==> config.mk <==
export PLATFORM = sky130hd
export DESIGN_NAME = sorted_list_insert_remove
export DESIGN_NICKNAME = d
export VERILOG_FILES = /design/src/design/sli_pkg.sv /design/src/design/sli_cell.sv /design/src/design/sorted_list_insert_remove.sv
export SDC_FILE = /design/constraint.sdc
export NUM_CORES = 2
export LEC_CHECK = 0
export BUFFER_PORTS_ARGS = -buffer_cell sky130_fd_sc_hd__clkbuf_2
export CAP_MARGIN = 5
export CORE_UTILIZATION = 39
export CTS_CLUSTER_DIAMETER = 80
export DETAILED_ROUTE_END_ITERATION = 16
export PLACE_DENSITY = 0.64
export SKIP_CTS_REPAIR_TIMING = 1
export SLEW_MARGIN = 20
export SYNTH_ARGS = -nofsm -noshare
export SYNTH_HDL_FRONTEND = slang
export SYNTH_SLANG_ARGS = --single-unit
==> constraint.sdc <==
create_clock -name clock -period 6 [get_ports clock]
set_clock_uncertainty 0.1 [all_clocks]
set_input_delay 0.6 -clock clock [delete_from_list [all_inputs] [get_ports clock]]
set_output_delay 0.6 -clock clock [all_outputs]
set_load 0.005 [all_outputs]
==> src/design/sli_pkg.sv <==
// ----------------------------------------------------------------------------
// sli_pkg
// shared types and codes for the sorted list block: request and response
// payloads, cell control and neighbour links, state machine states
// ----------------------------------------------------------------------------
package sli_pkg;

   // request kinds
   localparam logic [1:0] OP_INSERT = 2'd0;
   localparam logic [1:0] OP_REMOVE = 2'd1;
   localparam logic [1:0] OP_READ   = 2'd2;

   // response status codes
   localparam logic [2:0] ST_OK        = 3'd0;
   localparam logic [2:0] ST_NOT_FOUND = 3'd1;
   localparam logic [2:0] ST_FULL      = 3'd2;
   localparam logic [2:0] ST_EMPTY     = 3'd3;
   localparam logic [2:0] ST_BAD_INDEX = 3'd4;

   // number of positions reachable by the read index
   localparam int unsigned READ_SPAN = 16;

   typedef struct packed {
      logic [1:0]          req_type;
      logic signed [31:0]  value;
      logic [3:0]          index;
   } req_item_type;

   typedef struct packed {
      logic [2:0]          status;
      logic signed [31:0]  read_value;
      logic [4:0]          entry_count;
   } rsp_item_type;

   typedef enum logic [1:0] {
      CELL_HOLD,
      CELL_CMP,
      CELL_INSERT,
      CELL_REMOVE
   } cell_cmd_type;

   // broadcast to every cell
   typedef struct packed {
      cell_cmd_type        cmd;
      logic signed [31:0]  key;
   } cell_ctl_type;

   // what one cell shows its neighbours
   typedef struct packed {
      logic signed [31:0]  data;
      logic                valid;
      logic                keep;
   } cell_link_type;

   typedef enum logic [1:0] {
      FSM_IDLE,
      FSM_CMP,
      FSM_APPLY
   } fsm_state_type;

endpackage

==> src/design/sli_cell.sv <==
// ----------------------------------------------------------------------------
// sli_cell
// one position of the sorted list: holds an entry and its valid bit, compares
// against the request key and shifts towards either neighbour
// ----------------------------------------------------------------------------
module sli_cell
   import sli_pkg::*;
(
   input  logic          clock,
   input  logic          reset,
   input  cell_ctl_type  ctl,
   input  cell_link_type left_link,
   input  cell_link_type right_link,
   output cell_link_type self_link,
   output logic          hit
);

   logic signed [31:0] data_ff, data_in;
   logic               valid_ff, valid_in;
   logic               keep_ff, keep_in;
   logic               eq_ff, eq_in;

   always_comb begin
      data_in  = data_ff;
      valid_in = valid_ff;
      keep_in  = keep_ff;
      eq_in    = eq_ff;
      unique case (ctl.cmd)
         CELL_CMP: begin
            // keep: entry lies strictly below the key, so it stays put
            keep_in = valid_ff && ($signed(data_ff) < $signed(ctl.key));
            eq_in   = (data_ff == ctl.key);
         end
         CELL_INSERT: begin
            if (!keep_ff) begin
               if (left_link.keep) begin
                  data_in  = ctl.key;
                  valid_in = 1'b1;
               end else begin
                  data_in  = left_link.data;
                  valid_in = left_link.valid;
               end
            end
         end
         CELL_REMOVE: begin
            if (!keep_ff) begin
               data_in  = right_link.data;
               valid_in = right_link.valid;
            end
         end
         default: begin
         end
      endcase
   end

   always_ff @(posedge clock) begin
      if (reset) begin
         valid_ff <= 1'b0;
         keep_ff  <= 1'b0;
         eq_ff    <= 1'b0;
      end else begin
         valid_ff <= valid_in;
         keep_ff  <= keep_in;
         eq_ff    <= eq_in;
      end
   end

   always_ff @(posedge clock) begin
      data_ff <= data_in;
   end

   // first entry not below the key, and equal to it
   assign hit = valid_ff && eq_ff && !keep_ff && left_link.keep;

   assign self_link.data  = data_ff;
   assign self_link.valid = valid_ff;
   assign self_link.keep  = keep_ff;

endmodule

==> src/design/sorted_list_insert_remove.sv <==
// ----------------------------------------------------------------------------
// sorted_list_insert_remove
// bounded list of signed 32-bit values kept in ascending order, held in a row
// of compare-and-shift cells; insert, remove-first-equal and read by index
// ----------------------------------------------------------------------------
//
//   channel  direction  handshake            payload
//   req      in         req_valid/req_ready  req_item  (req_type, value, index)
//   rsp      out        rsp_valid/rsp_ready  rsp_item  (status, read_value,
//                                                       entry_count)
//
// each request goes through capture, compare in every cell, then
// shift/apply; the next request is taken in the cycle after apply
// the apply step waits while the previous response transfer is still pending,
// a new request is taken while a response waits
// reset clears the valid bit of every cell and the entry count; entry data
// is not reset and is never shown unless valid
//
module sorted_list_insert_remove
   import sli_pkg::*;
#(
   parameter int unsigned CAPACITY = 16
) (
   input  logic         clock,
   input  logic         reset,
   input  logic         req_valid,
   output logic         req_ready,
   input  req_item_type req_item,
   output logic         rsp_valid,
   input  logic         rsp_ready,
   output rsp_item_type rsp_item
);

   localparam int unsigned CW = $clog2(CAPACITY + 1);

   // control registers
   fsm_state_type   state_ff, state_in;
   logic [CW-1:0]   count_ff, count_in;
   logic            rsp_valid_ff, rsp_valid_in;

   // payload registers
   req_item_type    req_ff, req_in;
   rsp_item_type    rsp_ff, rsp_in;

   // cell row
   cell_ctl_type    ctl;
   cell_link_type   links [CAPACITY];
   logic [CAPACITY-1:0] hits;
   cell_link_type   head_link;
   cell_link_type   tail_link;

   // read port over the first positions
   logic signed [31:0]    rd_vals [READ_SPAN];
   logic [READ_SPAN-1:0]  rd_ok;

   logic req_fire;
   logic apply_fire;
   logic found;
   logic list_empty;
   logic list_full;
   logic idx_in_range;

   // the head behaves as an entry below everything, the tail as empty space
   assign head_link.data  = '0;
   assign head_link.valid = 1'b1;
   assign head_link.keep  = 1'b1;
   assign tail_link.data  = '0;
   assign tail_link.valid = 1'b0;
   assign tail_link.keep  = 1'b0;

   for (genvar i = 0; i < CAPACITY; i++) begin : g_cell
      cell_link_type left_l, right_l;
      if (i == 0) begin : g_first
         assign left_l = head_link;
      end else begin : g_mid_l
         assign left_l = links[i-1];
      end
      if (i == CAPACITY - 1) begin : g_last
         assign right_l = tail_link;
      end else begin : g_mid_r
         assign right_l = links[i+1];
      end
      sli_cell u_cell (
         .clock      (clock),
         .reset      (reset),
         .ctl        (ctl),
         .left_link  (left_l),
         .right_link (right_l),
         .self_link  (links[i]),
         .hit        (hits[i])
      );
   end

   for (genvar r = 0; r < READ_SPAN; r++) begin : g_rd
      if (r < CAPACITY) begin : g_on
         assign rd_vals[r] = links[r].data;
         assign rd_ok[r]   = links[r].valid;
      end else begin : g_off
         assign rd_vals[r] = '0;
         assign rd_ok[r]   = 1'b0;
      end
   end

   assign found        = |hits;
   assign list_empty   = !links[0].valid;
   assign list_full    = links[CAPACITY-1].valid;
   assign idx_in_range = (32'(req_ff.index) < 32'(CAPACITY));

   assign req_fire   = req_valid && req_ready;
   assign apply_fire = (state_ff == FSM_APPLY) && (!rsp_valid_ff || rsp_ready);

   // next state
   always_comb begin
      state_in = state_ff;
      unique case (state_ff)
         FSM_IDLE:  if (req_fire) state_in = FSM_CMP;
         FSM_CMP:   state_in = FSM_APPLY;
         FSM_APPLY: if (apply_fire) state_in = FSM_IDLE;
         default:   state_in = FSM_IDLE;
      endcase
   end

   // outputs and datapath control
   always_comb begin
      req_ready    = (state_ff == FSM_IDLE);
      req_in       = req_fire ? req_item : req_ff;
      ctl.key      = req_ff.value;
      ctl.cmd      = CELL_HOLD;
      count_in     = count_ff;
      rsp_in       = rsp_ff;
      rsp_valid_in = rsp_valid_ff && !rsp_ready;

      unique case (state_ff)
         FSM_CMP: begin
            ctl.cmd = CELL_CMP;
         end
         FSM_APPLY: begin
            if (apply_fire) begin
               rsp_in.status     = ST_OK;
               rsp_in.read_value = '0;
               rsp_valid_in      = 1'b1;
               case (req_ff.req_type)
                  OP_INSERT: begin
                     if (list_full) begin
                        rsp_in.status = ST_FULL;
                     end else begin
                        ctl.cmd  = CELL_INSERT;
                        count_in = CW'(count_ff + 1'b1);
                     end
                  end
                  OP_REMOVE: begin
                     if (list_empty) begin
                        rsp_in.status = ST_EMPTY;
                     end else if (!found) begin
                        rsp_in.status = ST_NOT_FOUND;
                     end else begin
                        ctl.cmd  = CELL_REMOVE;
                        count_in = CW'(count_ff - 1'b1);
                     end
                  end
                  OP_READ: begin
                     if (idx_in_range && rd_ok[req_ff.index]) begin
                        rsp_in.read_value = rd_vals[req_ff.index];
                     end else begin
                        rsp_in.status = ST_BAD_INDEX;
                     end
                  end
                  default: begin
                  end
               endcase
               rsp_in.entry_count = 5'(count_in);
            end
         end
         default: begin
         end
      endcase
   end

   always_ff @(posedge clock) begin
      if (reset) begin
         state_ff     <= FSM_IDLE;
         count_ff     <= '0;
         rsp_valid_ff <= 1'b0;
      end else begin
         state_ff     <= state_in;
         count_ff     <= count_in;
         rsp_valid_ff <= rsp_valid_in;
      end
   end

   always_ff @(posedge clock) begin
      req_ff <= req_in;
      rsp_ff <= rsp_in;
   end

   assign rsp_valid = rsp_valid_ff;
   assign rsp_item  = rsp_ff;

   // checks

   // entry count never exceeds the row length
   a_count_bound: assert property (@(posedge clock) disable iff (reset)
      count_ff <= CW'(CAPACITY))
      else $error("entry count beyond capacity");

   // empty row and zero count agree
   a_empty_match: assert property (@(posedge clock) disable iff (reset)
      (count_ff == '0) == !links[0].valid)
      else $error("count and head valid bit disagree");

   // full row and full count agree
   a_full_match: assert property (@(posedge clock) disable iff (reset)
      (count_ff == CW'(CAPACITY)) == links[CAPACITY-1].valid)
      else $error("count and tail valid bit disagree");

   // compare step is always followed by apply
   a_cmp_then_apply: assert property (@(posedge clock) disable iff (reset)
      (state_ff == FSM_CMP) |=> (state_ff == FSM_APPLY))
      else $error("compare step not followed by apply");

endmodule

==> impl_metrics.csv <==
group,metric,value,unit
outcome,status,"complete, no violations",
power_and_ir_drop,p_leak,17.20,nW
synth,synth_ff_type,"edfxtp_1",
run,maxCapViolations,0,
power_and_ir_drop,sw_frac_of_total,26.93,%
route,routed_wl,168700,µm
route,vias_per_cell,6.346,
route,drc,0,
route,drtPass1Iterations,8,
clocking,cts-root-buf,"clkbuf_16",
grt,grt_usage,28.14,%
critical_path,crit_required,6.43,ns
floorplanning,die_h,344.9,µm
floorplanning,die_w,344.9,µm
timing,fin_setup_tns,0,ns
clocking,insertion_delay,0.67,ns
power_and_ir_drop,power_frac_comb,11.3,%
cells_and_area,syn_to_final_growth,10.13,%
clocking,clockBufferDepth,3,
critical_path,cp_data_arrival_time,5.00,ns
critical_path,cp-start-kind,"register",
cells_and_area,fin_nets,4738,
clocking,clk_pin_slew,0.06,ns
synth,synth_cell_types,63,
cells_and_area,finalNonFillerCells,5765,
cells_and_area,final_util,43.39,%
clocking,cts.sinks,646,
critical_path,cp_slowest_cell,"nor3_1",
power_and_ir_drop,power.share.sequential,45.5,%
synth,synth_edf_count,590,
grt,gr-usage-met2,43.33,%
timing,period_needed,4.565,ns
cells_and_area,n_fill_cell,10950,
floorplanning,start_util,39.40,%
placement,pre_cts_slack,1.650,ns
floorplanning,die-area,118900,µm²
route,final_antenna_net_count,0,
timing,setup_viol,0,
grt,grtUsageMet1,37.19,%
synth,synth-seq-cells,646,
placement,dp_hpwl,117100,µm
timing,whs,0.01514,ns
synth,yosysSeqAreaShare,41.09,%
critical_path,path_max_fanout,17,
timing,worst_pin_slew,1.265,ns
cells_and_area,finalInstanceArea,50490,µm²
placement,io_buffers,83,
timing,fmax,0.2191,GHz
route,drtIter0Drc,4077,
timing,drv_slew,0,
cells_and_area,final_cell_mix,"edfxtp_1 (590), nand2_1 (563), o21ai_0 (543)",
grt,antenna_found_initial,3,
timing,worst_slack,1.435,ns
route,wl_per_cell,29.27,µm
synth,yosys_warnings,0,
grt,busiest_layer,"met2",
power_and_ir_drop,power.internal,8.091,mW
grt,use_met3,5.904,%
grt,grt_pass1_vias,35170,
power_and_ir_drop,p_clk_share,43.2,%
cells_and_area,drive_above_1_share,11.89,%
synth,avgSynthCellArea,10.93,µm²
power_and_ir_drop,p_per_area,219.3,nW/µm²
grt,grt_overflow_total,0,
hold_path,hold_path_class,"input pin to register",
clocking,numCtsBuffers,79,
synth,syn_inst,4194,
critical_path,cpPeakStageDelay,0.81,ns
timing,fin_crit_sh,76.08,%
clocking,cts_tree,"done",
placement,place_area,48000,µm²
timing,rsz0062_at_grt,"no",
grt,grt_start_max_net_pins,193,
power_and_ir_drop,peakVddDrop,0.1921,mV
synth,async_flop_share,0,%
grt,grt_pass1_wl,246400,µm
floorplanning,core_area,116400,µm²
power_and_ir_drop,p_switching,2.981,mW
synth,syn_nets,4754,
timing,slew_headroom,14.92,%
route,vias,36590,
critical_path,critical_path_class,"register to register",
critical_path,cp-end-kind,"register",
cells_and_area,final_common_cell,"edfxtp_1",
timing,timing.final.hold_violations,0,
synth,syn_area,45850,µm²
placement,place.gp.congestion,0.9716,
power_and_ir_drop,power.total,11.07,mW
critical_path,worstPathCellList,"inv_1, ha_1, nand4_1, or2_2, nor3_1, a21boi_0, or4_1, nand3_1",
floorplanning,rows,125,
floorplanning,ios,84,
placement,placed_cells,5620,
clocking,htreeDepth,3,
synthesized netlist by cell type (10+ instances only):
master	count	share of area (%)
ha_1	518	14
nand2_1	563	4.6
mux2i_1	483	11
buf_1	34	0.28
edfxtp_1	590	39
nand4_1	113	1.5
o211ai_1	28	0.46
a21oi_1	203	2.2
nor4_1	14	0.19
dfxtp_1	56	2.4
inv_1	71	0.58
nor2_1	102	0.84
buf_2	63	0.69
nor2b_1	60	0.82
a21o_1	122	2.0
and4_1	10	0.19
o221ai_1	10	0.19
mux4_2	165	8.1
clkbuf_1	169	1.4
nor3_1	27	0.29
a2111o_1	10	0.25
nand4b_1	14	0.27
or4_1	12	0.20
nand3_1	74	0.81
a21boi_0	11	0.18
a211oi_1	24	0.39
or2_2	11	0.15
o21ai_0	544	5.9
sequential cells by signal (all words and copies together), names as in the netlist, 5 cells and up:
register / count
g_cell.u_cell.eq_ff: 16
g_cell.u_cell.keep_ff: 16
rsp_item: 40
count_ff: 5
g_cell.u_cell.valid_ff: 16
ctl: 32
req_ff: 6
g_cell.u_cell.data_ff: 512
logic make-up (layout without fill, tap and decap cells):
| kind of cell | after synthesis | count (layout) | synth area share (%) |
|---|---|---|---|
| and+or+nand+nor | 1030 | 1030 | 10.39 |
| AOI/OAI and AO/OA | 1003 | 1003 | 12.55 |
| muxes | 651 | 651 | 18.72 |
| DFF | 646 | 646 | 41.09 |
| adders and majority gates | 518 | 518 | 14.14 |
| buffers and inverters | 339 | 385 | 2.980 |
| xor gates and xnor gates | 7 | 7 | 0.1337 |
| other | 0 | 1 | 0 |
routing by layer:
metal	up-vias	part of all wire, %
li1	16110	-
met1	17970	40
met2	2115	45
met3	396	10
met4	2	5.7
met5	-	0.0077
worst paths after layout:
path,start,end,slack [ns],cells past startpoint
max,ctl[31],g_cell[6].u_cell.keep_ff,1.44,8
min,req_item[10],ctl[6],0.02,1
max reg2reg,ctl[31],g_cell[6].u_cell.keep_ff,1.44,8
min reg2reg,g_cell[14].u_cell.eq_ff,g_cell[14].u_cell.eq_ff,0.36,2
worst max-delay path: cells and delay by family (launching register included):
kind            cells  cell delay (ns)
simple gates        5             1.74
compound gates      1             0.78
buf+inv             1             0.52
flops               1             0.70
fa+ha+maj           1             0.58
cell type report:
| cell class | instances | area (µm²) | share of cell area, % |
|---|---|---|---|
| clock inverters | 47 | 412.9 | 0.8177 |
| inverters | 71 | 266.5 | 0.5278 |
| multi-input cells | 3209 | 25830 | 51.15 |
| repair buffers | 171 | 1141 | 2.260 |
| flip-flops and latches | 646 | 18870 | 37.38 |
| diodes | 1 | 2.502 | 0.004956 |
| well taps | 1524 | 1907 | 3.776 |
| clock buffers | 96 | 2062 | 4.084 |
power groups by stage:
stage          clock network [mW]  registers (mW)  logic, mW
2_1_floorplan                   0            5.05      0.823
3_3_place_gp                    0            5.13       1.20
3_5_place_dp                    0            5.13       1.23
4_1_cts                      4.84            5.04       1.23
5_1_grt                      4.99            5.05       1.35
6_report                     4.78            5.04       1.25
(Power assumes the default switching activity.)
